$ cat src/hdl/nrl_pkg.sv
// ----------------------------------------------------------------------------
// nrl_pkg: shared types and constants for the notification ring log
// Depths, field widths, operation codes and the toast cell control bundle.
// ----------------------------------------------------------------------------
package nrl_pkg;

   localparam int LOG_DEPTH   = 16;
   localparam int TOAST_DEPTH = 8;
   localparam int LOG_AW      = (LOG_DEPTH > 1) ? $clog2(LOG_DEPTH) : 1;
   localparam int LOG_FW      = $clog2(LOG_DEPTH + 1);
   localparam int TOAST_FW    = $clog2(TOAST_DEPTH + 1);
   localparam int LOG_W       = 64;
   localparam logic [31:0] LIFETIME_RESET = 32'd5000;

   localparam logic [2:0] KIND_PUSH   = 3'd0;
   localparam logic [2:0] KIND_FIND   = 3'd1;
   localparam logic [2:0] KIND_NEWEST = 3'd2;
   localparam logic [2:0] KIND_REMOVE = 3'd3;
   localparam logic [2:0] KIND_EXPIRE = 3'd4;

   // control broadcast to every toast cell
   typedef struct packed {
      logic        load;    // load the whole row from the input side
      logic        shift;   // hand contents one cell down
      logic        push;    // write the new toast into the tail cell
      logic [TOAST_FW-1:0] tail;
      logic [31:0] id;
      logic [47:0] tm;
   } toast_ctl_type;

endpackage

$ cat src/hdl/notification_ring_log_with_toasts.sv
// ----------------------------------------------------------------------------
// notification_ring_log_with_toasts: ring log of records with toast list
// Channel | beat fields (low bit up)
// req     | tdata: id, offset, time_ms, payload ; tuser: kind
// rsp     | tdata: ok, rec_id, slot, replaced, rec_payload, toasts_left
// csr     | wdata: toast lifetime
// One item at a time. Push writes the record directly; newest reads one slot;
// find reads slot by slot from the oldest until a match or the whole log is
// searched; remove and expire walk once over the pending toasts. Reset
// synchronous, no clearing pass. A waiting result holds until taken; the next
// beat is accepted only once the result register is free.
// ----------------------------------------------------------------------------
module notification_ring_log_with_toasts import nrl_pkg::*; (
   input  logic         clock,
   input  logic         reset,
   input  logic         req_tvalid,
   output logic         req_tready,
   input  logic [119:0] req_tdata,  // id[31:0], offset[39:32], time_ms[87:40], payload[119:88]
   input  logic [2:0]   req_tuser,  // kind
   output logic         rsp_tvalid,
   input  logic         rsp_tready,
   output logic [87:0]  rsp_tdata,  // ok, rec_id, slot, replaced, rec_payload, toasts_left
   input  logic         csr_we,
   input  logic [31:0]  csr_wdata
);
   typedef enum logic [4:0] {
      S_IDLE = 5'b00001, S_FIND = 5'b00010, S_READ = 5'b00100,
      S_WALK = 5'b01000, S_DONE = 5'b10000
   } state_type;

   state_type state_ff;
   logic [31:0] life_ff;
   logic [2:0]  kind_ff;
   logic [31:0] qid_ff;
   logic [47:0] now_ff;
   logic [LOG_AW-1:0] head_ff, slot_ff, rslot_ff;
   logic [LOG_FW-1:0] lfill_ff, cnt_ff;
   logic [31:0] last_ff;
   logic [TOAST_FW-1:0] tfill_ff, w_ff, i_ff;
   logic        rvalid_ff;
   logic [87:0] rdata_ff;

   // log RAM
   logic             ram_we;
   logic [LOG_AW-1:0] ram_wa, ram_ra;
   logic [LOG_W-1:0] ram_wd, ram_rd;
   nrl_ram #(.WIDTH(LOG_W), .DEPTH(LOG_DEPTH)) u_log (
      .clock, .we(ram_we), .waddr(ram_wa), .wdata(ram_wd),
      .raddr(ram_ra), .rdata(ram_rd));

   // toast chain: each cell takes its upper neighbour, cell 0 rotates in last
   toast_ctl_type ctl;
   logic [31:0] cid [TOAST_DEPTH];
   logic [47:0] ctm [TOAST_DEPTH];
   logic [31:0] kid [TOAST_DEPTH];
   logic [47:0] ktm [TOAST_DEPTH];
   logic [31:0] kid_ff [TOAST_DEPTH];
   logic [47:0] ktm_ff [TOAST_DEPTH];
   for (genvar g = 0; g < TOAST_DEPTH; g++) begin : g_cell
      nrl_cell u_cell (
         .clock, .ctl, .index(TOAST_FW'(g)),
         .nbr_id(cid[(g + 1) % TOAST_DEPTH]), .nbr_tm(ctm[(g + 1) % TOAST_DEPTH]),
         .ld_id(kid_ff[g]), .ld_tm(ktm_ff[g]),
         .id_out(cid[g]), .tm_out(ctm[g]));
   end

   wire accept = req_tvalid && req_tready;
   assign req_tready = (state_ff == S_IDLE) && !rvalid_ff;
   wire [LOG_AW-1:0] push_slot = (lfill_ff >= LOG_FW'(LOG_DEPTH)) ? head_ff :
        LOG_AW'((LOG_FW'(head_ff) + lfill_ff) % LOG_FW'(LOG_DEPTH));
   wire [31:0] nid_raw = last_ff + 32'd1;
   wire [31:0] nid = (nid_raw == 32'd0) ? 32'd1 : nid_raw;
   wire [31:0] rq_id = req_tdata[31:0];
   wire [7:0]  rq_off = req_tdata[39:32];
   wire [47:0] rq_tm = req_tdata[87:40];
   wire [31:0] rq_pay = req_tdata[119:88];
   wire [LOG_AW-1:0] step_slot = (slot_ff == LOG_AW'(LOG_DEPTH - 1)) ? '0 :
                                 LOG_AW'(slot_ff + 1'b1);

   // keep test on the toast in cell 0 as it rotates past
   wire [48:0] age_d = {1'b0, now_ff} - {1'b0, ctm[0]};
   wire [47:0] age = age_d[48] ? 48'd0 : age_d[47:0];
   wire keep = (kind_ff == KIND_REMOVE) ? (qid_ff == 32'd0 || cid[0] != qid_ff)
                                        : (age < {16'd0, life_ff});

   always_comb begin
      for (int k = 0; k < TOAST_DEPTH; k++) begin
         kid[k] = kid_ff[k];
         ktm[k] = ktm_ff[k];
      end
      if (w_ff < TOAST_FW'(TOAST_DEPTH)) begin
         kid[w_ff[$clog2(TOAST_DEPTH > 1 ? TOAST_DEPTH : 2)-1:0]] = cid[0];
         ktm[w_ff[$clog2(TOAST_DEPTH > 1 ? TOAST_DEPTH : 2)-1:0]] = ctm[0];
      end
   end

   always_comb begin
      ctl = '0;
      ctl.id = nid;
      ctl.tm = rq_tm;
      ram_we = 1'b0;
      ram_wa = push_slot;
      ram_wd = {rq_pay, nid};
      ram_ra = slot_ff;
      if (accept && req_tuser == KIND_PUSH) begin
         ram_we = 1'b1;
         if (tfill_ff < TOAST_FW'(TOAST_DEPTH)) begin
            ctl.push = 1'b1;
            ctl.tail = tfill_ff;
         end else begin
            ctl.shift = 1'b1;
            ctl.push = 1'b1;
            ctl.tail = TOAST_FW'(TOAST_DEPTH - 1);
         end
      end
      if (state_ff == S_WALK) begin
         if (i_ff < tfill_ff) ctl.shift = 1'b1;
         else ctl.load = 1'b1;
      end
   end

   always_ff @(posedge clock) begin
      if (reset) begin
         state_ff <= S_IDLE;
         life_ff <= LIFETIME_RESET;
         head_ff <= '0;
         lfill_ff <= '0;
         last_ff <= '0;
         tfill_ff <= '0;
         rvalid_ff <= 1'b0;
      end else begin
         if (csr_we) life_ff <= csr_wdata;
         if (rvalid_ff && rsp_tready) rvalid_ff <= 1'b0;
         unique case (state_ff)
            S_IDLE: begin
               if (accept) begin
                  kind_ff <= req_tuser;
                  qid_ff <= rq_id;
                  now_ff <= rq_tm;
                  rdata_ff <= 88'({8'(tfill_ff), 74'd0});
                  unique case (req_tuser)
                     KIND_PUSH: begin
                        last_ff <= nid;
                        if (lfill_ff >= LOG_FW'(LOG_DEPTH))
                           head_ff <= (head_ff == LOG_AW'(LOG_DEPTH - 1)) ? '0 :
                                      LOG_AW'(head_ff + 1'b1);
                        else lfill_ff <= LOG_FW'(lfill_ff + 1'b1);
                        if (tfill_ff < TOAST_FW'(TOAST_DEPTH))
                           tfill_ff <= TOAST_FW'(tfill_ff + 1'b1);
                        rdata_ff <= 88'({8'(((tfill_ff < TOAST_FW'(TOAST_DEPTH)) ?
                                     TOAST_FW'(tfill_ff + 1'b1) : tfill_ff)),
                                     rq_pay, lfill_ff >= LOG_FW'(LOG_DEPTH),
                                     8'(push_slot), nid, 1'b1});
                        state_ff <= S_DONE;
                     end
                     KIND_FIND: begin
                        slot_ff <= head_ff;
                        cnt_ff <= '0;
                        state_ff <= (rq_id == 32'd0 || lfill_ff == '0) ? S_DONE : S_FIND;
                     end
                     KIND_NEWEST: begin
                        if ({1'b0, rq_off} < 9'(lfill_ff)) begin
                           slot_ff <= LOG_AW'((9'(head_ff) + 9'(lfill_ff) - 9'(rq_off)
                                      - 9'd1) % 9'(LOG_DEPTH));
                           state_ff <= S_FIND;
                        end else state_ff <= S_DONE;
                     end
                     KIND_REMOVE, KIND_EXPIRE: begin
                        i_ff <= '0;
                        w_ff <= '0;
                        state_ff <= S_WALK;
                     end
                     default: state_ff <= S_DONE;
                  endcase
               end
            end
            // issue read of slot_ff, then compare in S_READ
            S_FIND: begin
               rslot_ff <= slot_ff;
               state_ff <= S_READ;
            end
            S_READ: begin
               if (kind_ff == KIND_NEWEST || ram_rd[31:0] == qid_ff) begin
                  rdata_ff <= 88'({8'(tfill_ff), ram_rd[63:32], 1'b0,
                               8'((kind_ff == KIND_NEWEST) ? slot_ff : rslot_ff),
                               ram_rd[31:0], 1'b1});
                  state_ff <= S_DONE;
               end else if (LOG_FW'(cnt_ff + 1'b1) >= lfill_ff) begin
                  state_ff <= S_DONE;
               end else begin
                  cnt_ff <= LOG_FW'(cnt_ff + 1'b1);
                  slot_ff <= step_slot;
                  state_ff <= S_FIND;
               end
            end
            // rotate the chain, gathering kept toasts in order
            S_WALK: begin
               if (i_ff < tfill_ff) begin
                  if (keep) w_ff <= TOAST_FW'(w_ff + 1'b1);
                  for (int k = 0; k < TOAST_DEPTH; k++) begin
                     kid_ff[k] <= keep ? kid[k] : kid_ff[k];
                     ktm_ff[k] <= keep ? ktm[k] : ktm_ff[k];
                  end
                  i_ff <= TOAST_FW'(i_ff + 1'b1);
               end else begin
                  tfill_ff <= w_ff;
                  rdata_ff <= 88'({8'(w_ff), 74'd1});
                  state_ff <= S_DONE;
               end
            end
            S_DONE: begin
               rvalid_ff <= 1'b1;
               state_ff <= S_IDLE;
            end
            default: state_ff <= S_IDLE;
         endcase
      end
   end

   assign rsp_tvalid = rvalid_ff;
   assign rsp_tdata = rdata_ff;
endmodule

$ cat src/hdl/nrl_ram.sv
// ----------------------------------------------------------------------------
// nrl_ram: generic simple dual-port RAM with registered read
// One write and one read address each cycle.
// ----------------------------------------------------------------------------
module nrl_ram #(
   parameter int WIDTH = 8,
   parameter int DEPTH = 16
) (
   input  logic                     clock,
   input  logic                     we,
   input  logic [$clog2(DEPTH > 1 ? DEPTH : 2)-1:0] waddr,
   input  logic [WIDTH-1:0]         wdata,
   input  logic [$clog2(DEPTH > 1 ? DEPTH : 2)-1:0] raddr,
   output logic [WIDTH-1:0]         rdata
);
   logic [WIDTH-1:0] mem_ff [DEPTH];

   always_ff @(posedge clock) begin
      if (we) mem_ff[waddr] <= wdata;
      rdata <= mem_ff[raddr];
   end
endmodule

$ cat src/hdl/nrl_cell.sv
// ----------------------------------------------------------------------------
// nrl_cell: one toast slot of the toast chain
// Holds one id and time; takes its neighbour's contents on a shift.
// ----------------------------------------------------------------------------
module nrl_cell import nrl_pkg::*; (
   input  logic                clock,
   input  toast_ctl_type       ctl,
   input  logic [TOAST_FW-1:0] index,
   input  logic [31:0]         nbr_id,
   input  logic [47:0]         nbr_tm,
   input  logic [31:0]         ld_id,
   input  logic [47:0]         ld_tm,
   output logic [31:0]         id_out,
   output logic [47:0]         tm_out
);
   logic [31:0] id_ff;
   logic [47:0] tm_ff;

   // load, shift or capture the pushed toast
   always_ff @(posedge clock) begin
      if (ctl.load) begin
         id_ff <= ld_id;
         tm_ff <= ld_tm;
      end else if (ctl.push && ctl.tail == index) begin
         id_ff <= ctl.id;
         tm_ff <= ctl.tm;
      end else if (ctl.shift) begin
         id_ff <= nbr_id;
         tm_ff <= nbr_tm;
      end
   end

   assign id_out = id_ff;
   assign tm_out = tm_ff;
endmodule

$ cat config.mk
export PLATFORM = sky130hd
export DESIGN_NAME = notification_ring_log_with_toasts
export DESIGN_NICKNAME = d
export VERILOG_FILES = /design/src/hdl/nrl_pkg.sv /design/src/hdl/notification_ring_log_with_toasts.sv /design/src/hdl/nrl_ram.sv /design/src/hdl/nrl_cell.sv
export SDC_FILE = /design/constraint.sdc
export NUM_CORES = 2
export LEC_CHECK = 0
export ABC_AREA = 1
export BUFFER_PORTS_ARGS = -buffer_cell sky130_fd_sc_hd__buf_2
export CAP_MARGIN = 0
export CORE_MARGIN = 4
export CORE_UTILIZATION = 35
export CTS_CLUSTER_SIZE = 20
export DETAILED_ROUTE_END_ITERATION = 8
export SLEW_MARGIN = 25
export SYNTH_ARGS = -nofsm -noshare
export SYNTH_HDL_FRONTEND = slang
export SYNTH_SLANG_ARGS = --single-unit
export TNS_END_PERCENT = 100
$ cat constraint.sdc
create_clock -name clock -period 12.2 [get_ports clock]
set_clock_uncertainty 0.15 [all_clocks]
set_input_delay 0.61 -clock clock [delete_from_list [all_inputs] [get_ports clock]]
set_output_delay 0.61 -clock clock [all_outputs]
set_load 0.05 [all_outputs]
======== Word-level counts from Yosys, hierarchy flattened ========
Memory sizes are Yosys's and may differ from the RTL's. A register that Yosys moved wholly into a read port is not among the register bits.
Cells that the tools add are included.
W data, S select, Z words.
cells by class
  add/sub/neg operators ................... 13
  reductions and logical operators ........ 48
  multiplexer cells ....................... 131
  order comparisons ....................... 9
  bitwise gates (word level) .............. 3
  equal/unequal tests ..................... 35
operators by type and width
  cell                     count
  $mux W48                 34
  $mux W32                 34
  $bwmux W384              1
  $mux W384                1
  $mux W88                 3
  $pmux W88 S3             1
  $bwmux W256              1
  $mux W256                1
  $demux W48 S3            1
  $demux W32 S3            1
  $logic_not A32 Y1        3
  $mux W78                 1
  $mux W4                  19
  $mux W5                  10
  $sub A48 B48 Y49         1
  $lt A48 B32 Y1           1
  $pmux W4 S2              5
  $add A32 B1 Y32 const B  1
  $eq A32 B32 Y1           1
  $ne A32 B32 Y1           1
  $reduce_bool A3 Y1       9
  $add A4 B1 Y4 const B    5
  $pmux W5 S4              1
  $eq A4 B3 Y1 const B     4
  47 further kinds         99
word-level totals
  logic and storage cells ................. 274
  RAM bits ................................ 1664
  memories kept ........................... 3
  flip-flop bits (word level) ............. 915
  output and inout bits ................... 90
memories
  name          depth  width  read ports  clocked after Yosys merged registers in  write ports  line                                     source
  u_log.mem_ff  16     64     1           1                                        1            nrl_ram.sv:16                            logic [WIDTH-1:0] mem_ff [DEPTH];
  ktm_ff        8      48     8           0                                        8            notification_ring_log_with_toasts.sv:58  logic [47:0] ktm_ff [TOAST_DEPTH];
  kid_ff        8      32     8           0                                        8            notification_ring_log_with_toasts.sv:57  logic [31:0] kid_ff [TOAST_DEPTH];

======== Depth between registers and ports, before layout ========
  word-level depth ........................ 10
  depth in mapped cells ................... 31
  depth with buffers taken out ............ 28

======== By module ========
A second synthesis with hierarchy kept.
unflattened totals
  cells, all modules ...................... 12687
  area, all modules ....................... 122807.8 sq um
modules (own cells, without submodules)
  module                             sequential area each (sq um)  instances  area each (sq um)  cells each
  nrl_ram                            32030.7                       1          45285.9            4210
  nrl_cell                           2402.3                        8          5133.7             714
  notification_ring_log_with_toasts  26225.2                       1          36452.5            2765

======== Least setup slack after synthesis ========
No wires, ideal clock.
  path kind ............................... register to register
  from .................................... register, netlist name g_cell[0].u_cell.tm_out[0]
  to ...................................... memory kid_ff[0][0] (enable)
  period minus slack after synthesis ...... 7683 ps
  arrival time ............................ 7014 ps
  stages on the path, launching flop included .. 28
  required time ........................... 11531 ps
  slack ................................... 4517 ps
  setup time .............................. 519 ps
  cells stage by stage .................... edfxtp_1 > ha_1 > inv_1 > fa_1 > nand2_1 > nand2_1 > nand3_1 > nand2_1 > nand2_1 > nand2_1 > nand2_1 > nand3_2 > buf_2 > inv_1 > clkbuf_1 > nor2_1 > ha_1 > nand2_1 > nor2_1 > a211oi_1 > o221ai_1 > nand2_1 > o2111ai_1 > nor3_1 > nand2_1 > nand2_1 > nand3_2 > nor2_1
RTL lines
  what       line
  to (decl)  notification_ring_log_with_toasts.sv:57

==> out/qor_table.md <==
| Stage | Result | This run |
| --- | --- | --- |
| grt | Antenna violations before repair | 23 |
| min path | Start point of the worst hold path | reset |
| finish | Synthesis-to-finish area growth | 15.3% |
| synthesis | Combined area of all synthesized cells | 109,000 µm² |
| synthesis | Sequential element share of the synthesized area | 0.709 |
| synthesis | Number of synthesized register bits | 2,629 |
| setup path | Worst Path Buf+Inv | 3 |
| floorplan | Die area | 321,000 µm² |
| synthesis | Number of warning messages in the yosys log | 0 |
| timing | Final Cycle Share | 0.572 |
| placed design | Cell area reported after detailed placement | 115,000 µm² |
| timing | Final sum of negative setup slack | 0 ps |
| detailed routing | Routed Wire Length | 338,000 µm |
| setup path | Class of the most critical setup path | register to register |
| setup path | Crit path top cell by count | sky130_fd_sc_hd__nand2_1 |
| detailed routing | Number of design rule violations left after detail routing | 0 |
| pwr | Pwr per Cell Area | 184 nW/µm² |
| timing | Post-Route Hold Slack | 105 ps |
| detailed routing | Avg Vias per Cell | 5.43 |
| grt | Grt total ovfl | 0 |
| setup path | Worst setup path end | kid_ff[1][75] |
| clocking | Clock Latency Late Sink | 920 ps |
| placed design | RePlAce Congestion | 0.963 |
| timing | Pins Over Slew Limit | 0 |
| grt | First-pass GRT wire length | 492,000 µm |
| setup path | Endpoint kind of the worst setup timing path | register |
| grt | Vias in the first global route | 73,200 |
| setup path | Destination of the worst register-to-register timing path | kid_ff[1][75] |
| job | Maximum capacitance violations | 0 |
| floorplan | Number of top-level pins | 250 |
| detailed routing | Routed via count | 75,200 |
| timing | Unrepaired setup endpoints after global routing | false |
| clocking | H-Tree Level Count | 5 |
| run status | Status | complete, no violations |
| floorplan | Die width | 567 µm |
| setup path | Delay of the slowest cell on the worst path | 850 ps |
| timing | Count of endpoints failing hold in the final timing report | 0 |
| clocking | Post-CTS Setup Bufs | 0 |
| detailed routing | Final antenna-violating net count | 0 |
| clocking | Number of buffers inserted during clock tree synthesis | 287 |
| clocking | Root buffer cell | sky130_fd_sc_hd__clkbuf_16 |
| setup path | FF-to-FF Start | g_cell[0].u_cell.tm_out[0] |
| synthesis | Distinct cells, synth | 60 |
| detailed routing | Final routed wire length divided by cell count | 24.4 µm |
| setup path | Worst endpoint data arrival time | 7290 ps |
| setup path | Worst setup SP type | register |
| floorplan | Core Area | 310,000 µm² |
| synthesis | Number of enable flip-flop cells after synthesis | 2,482 |
| setup path | Top delay family on crit path | simple AND/OR/NAND/NOR gates |
| setup path | Instance count on the critical path | 26 |
| timing | Worst-case headroom to the max-slew limit | 0.234 |
| placed design | DP HPWL | 195,000 µm |
| grt | Pin count of the biggest net entering global routing | 259 |
| timing | Actual transition at the worst max-transition pin | 1150 ps |
| setup path | Maximum net fanout on the critical path | 58 |
| detailed routing | Initial DRC count | 8,035 |
| floorplan | Initial standard-cell utilization of the core | 0.353 |
| clocking | CTS tree | yes |
| finish | Ratio of cells with drive above 1 in the final layout | 0.0964 |
| setup path | CP startpoint | g_cell[0].u_cell.tm_out[0] |
| synthesis | Async set or reset register ratio after synthesis | 0 |
| detailed routing | Number of detailed-route iterations in the first pass | 6 |
| setup path | Worst reg2reg path depth | 26 |
| setup path | Slowest-stage cell, CP | sky130_fd_sc_hd__nor2_4 |
| pwr | Sum of internal, switching and leakage power | 23.2 mW |
| timing | Finish-stage setup viols | 0 |
| timing | Minimum period implied by the final worst setup slack | 6980 ps |
| grt | GRT Total Usage | 0.202 |
| synthesis | Post-synth top flop | sky130_fd_sc_hd__edfxtp_1 |
| synthesis | Mean instance size in the synthesized netlist | 11.9 µm² |
| timing | Max Clock Freq | 143 MHz |
| pwr | Static leakage | 44.0 nW |
| clocking | Number of gates resized after CTS | 0 |
| finish | Final Cell Area | 126,000 µm² |
| finish | Number of nets in the layout | 9,773 |
| clocking | Buffer levels on the longest clock path | 4 |
| min path | Hold WC Path Type | input pin to register |
| clocking | Clock transition at path regs | 70 ps |
| setup path | Reg-to-reg setup timing slack | 5220 ps |
| pwr | Highest ir drop seen on vdd | 0.000122 V |
| placed design | Port buffer count | 235 |
| floorplan | Row cnt | 204 |
| setup path | WP data required | 12,510 ps |
| floorplan | Die Y-Extent | 567 µm |
| synthesis | Mapped Cells | 9,210 |
| clocking | Clock Sinks | 2,629 |
[flip-flops by register name, summed over array words and instances, names as in the netlist, 5 cells and up]
register	cells
u_log.mem_ff	1024
now_ff	48
qid_ff	32
g_cell.u_cell.tm_out	384
state_ff	5
ktm_ff	384
u_log.rdata	64
last_ff	32
life_ff	32
g_cell.u_cell.id_out	256
cnt_ff	5
kid_ff	256
lfill_ff	5
rsp_tdata	74
[where the power goes]
group	internal (mW)	switching (mW)
sequential	10.6	0.370
clock	4.94	3.59
combinational	0.987	2.72
[placed cells by master (no fill, tap or decap), types with 12 or more instances in the layout]
cell type,instances
sky130_fd_sc_hd__edfxtp_1,2482
sky130_fd_sc_hd__nor2_1,1311
sky130_fd_sc_hd__o21ai_0,1088
sky130_fd_sc_hd__nand2_1,1002
sky130_fd_sc_hd__inv_1,562
sky130_fd_sc_hd__o21ai_1,450
sky130_fd_sc_hd__a21oi_1,361
sky130_fd_sc_hd__clkbuf_16,295
sky130_fd_sc_hd__buf_2,235
sky130_fd_sc_hd__o211ai_1,231
sky130_fd_sc_hd__nand3_1,198
sky130_fd_sc_hd__o22ai_1,169
sky130_fd_sc_hd__dlygate4sd3_1,160
sky130_fd_sc_hd__dfxtp_1,147
sky130_fd_sc_hd__buf_4,134
sky130_fd_sc_hd__ha_1,106
sky130_fd_sc_hd__o221ai_1,101
sky130_fd_sc_hd__clkbuf_1,55
sky130_fd_sc_hd__clkinv_2,49
sky130_fd_sc_hd__xnor2_1,47
sky130_fd_sc_hd__clkinv_1,46
sky130_fd_sc_hd__nand4_1,44
sky130_fd_sc_hd__nor2_4,38
sky130_fd_sc_hd__xor2_1,38
sky130_fd_sc_hd__nor4_1,32
sky130_fd_sc_hd__a22o_1,32
sky130_fd_sc_hd__nor3_1,31
sky130_fd_sc_hd__xor2_2,21
sky130_fd_sc_hd__clkbuf_8,21
sky130_fd_sc_hd__or2_2,18
sky130_fd_sc_hd__bufinv_16,17
sky130_fd_sc_hd__inv_6,16
sky130_fd_sc_hd__inv_2,15
sky130_fd_sc_hd__o21a_1,14
sky130_fd_sc_hd__conb_1,14
sky130_fd_sc_hd__diode_2,13
sky130_fd_sc_hd__o21bai_1,12
[cell families (layout without fill, tap and decap cells)]
logic type,after synthesis,after routing,share of synthesized area
and+or+nand+nor,2721,2721,0.100
DFF,2629,2629,0.709
AOI/OAI and AO/OA,2489,2489,0.127
buffers and inverters,1150,1642,0.0412
adders and majority gates,112,112,0.0132
xor gates and xnor gates,108,108,0.00890
other,1,27,0.0000343
[stage by stage]
step / utilization / std cells / setup slack, ps
after floorplan: - / 9223 / 4520
after global placement: 0.371 / 13200 / 5300
after detailed placement: 0.372 / 13200 / 5280
after CTS: 0.406 / 13800 / 5230
after global routing: 0.407 / 13800 / 4910
final: 0.407 / 13800 / 5220
[worst min-delay path by stage]
| stage | cells after the start | endpoint |
|---|---|---|
| finish | 3 | rsp_tvalid |
| global route | 3 | rsp_tvalid |
| CTS | 3 | rsp_tvalid |
| detailed placement | 2 | g_cell[6].u_cell.id_out[1] |
| global placement | 2 | g_cell[7].u_cell.id_out[1] |
| floorplan | 0 | rslot_ff[2] |
[cell type report]
class                           count  area, µm²
Antenna cell                       13       32.5
Clock buffer                      371       7880
Clock inverter                    132       1260
Fill cell                       29000     184000
Inverter                          598       2310
Multi-Input combinational cell   5444      27800
Sequential cell                  2629      77500
Tap cell                         4120       5150
Timing Repair Buffer              541       4060
[repair_timing]
action	in CTS	in global routing
hold endpoints to repair	628	0
hold buffers	160	0
setup endpoints to repair	0	0
[synth_stat cells (all sizes together), types with 2 or more instances]
| cell type | n | area share |
|---|---|---|
| dfxtp | 147 | 0.027 |
| or4 | 5 | 0.00034 |
| ha | 106 | 0.012 |
| nor4 | 34 | 0.0021 |
| nand2 | 1018 | 0.035 |
| nand3b | 2 | 0.00014 |
| a31oi | 3 | 0.00017 |
| a21oi | 362 | 0.017 |
| inv | 590 | 0.020 |
| xor2 | 61 | 0.0051 |
| a32o | 5 | 0.00046 |
| o21bai | 15 | 0.0011 |
| xnor2 | 47 | 0.0038 |
| o2111ai | 7 | 0.00056 |
| or2 | 20 | 0.0011 |
| buf | 111 | 0.0055 |
| a21o | 3 | 0.00021 |
| nand4 | 45 | 0.0026 |
| fa | 6 | 0.0011 |
| edfxtp | 2482 | 0.68 |
| a22o | 32 | 0.0026 |
| o22ai | 169 | 0.0097 |
| o211ai | 231 | 0.016 |
| a211oi | 3 | 0.00021 |
| clkinv | 8 | 0.00027 |
| a21boi | 3 | 0.00021 |
| o21ai | 1538 | 0.070 |
| nor3 | 36 | 0.0019 |
| and3 | 2 | 0.00011 |
| nand3 | 201 | 0.0093 |
| o221ai | 101 | 0.0081 |
| clkbuf | 441 | 0.015 |
| o21a | 14 | 0.00096 |
| nor2 | 1356 | 0.048 |
[layer usage]
metal	routed length (µm)	GRT usage	up-vias
li1	-	-	33700
met1	139000	0.269	37600
met2	161000	0.334	3273
met3	24900	0.0298	679
met4	14100	0.0795	12
met5	69	0	-
[worst register-to-register path: stages, from the launching register on]
cell and delay, ps:
sky130_fd_sc_hd__edfxtp_1 540, sky130_fd_sc_hd__ha_1 280, sky130_fd_sc_hd__inv_1 120, sky130_fd_sc_hd__fa_1 450, sky130_fd_sc_hd__nand2_1 120, sky130_fd_sc_hd__nand2_1 80, sky130_fd_sc_hd__nand3_1 100, sky130_fd_sc_hd__nand2_1 110
sky130_fd_sc_hd__nand2_1 90, sky130_fd_sc_hd__nand2_1 170, sky130_fd_sc_hd__nand2_1 140, sky130_fd_sc_hd__nand3_2 100, sky130_fd_sc_hd__inv_1 310, sky130_fd_sc_hd__nor2_1 110, sky130_fd_sc_hd__ha_1 300, sky130_fd_sc_hd__a21oi_1 160
sky130_fd_sc_hd__nor2_1 60, sky130_fd_sc_hd__a211oi_1 230, sky130_fd_sc_hd__o221ai_1 180, sky130_fd_sc_hd__nand2_1 100, sky130_fd_sc_hd__o2111ai_1 210, sky130_fd_sc_hd__nor3_1 260, sky130_fd_sc_hd__nand2_1 220, sky130_fd_sc_hd__nand2_1 170
sky130_fd_sc_hd__nand3_2 370, sky130_fd_sc_hd__nor2_4 850, sky130_fd_sc_hd__buf_12 450
Power figures use the tool's default switching activity.
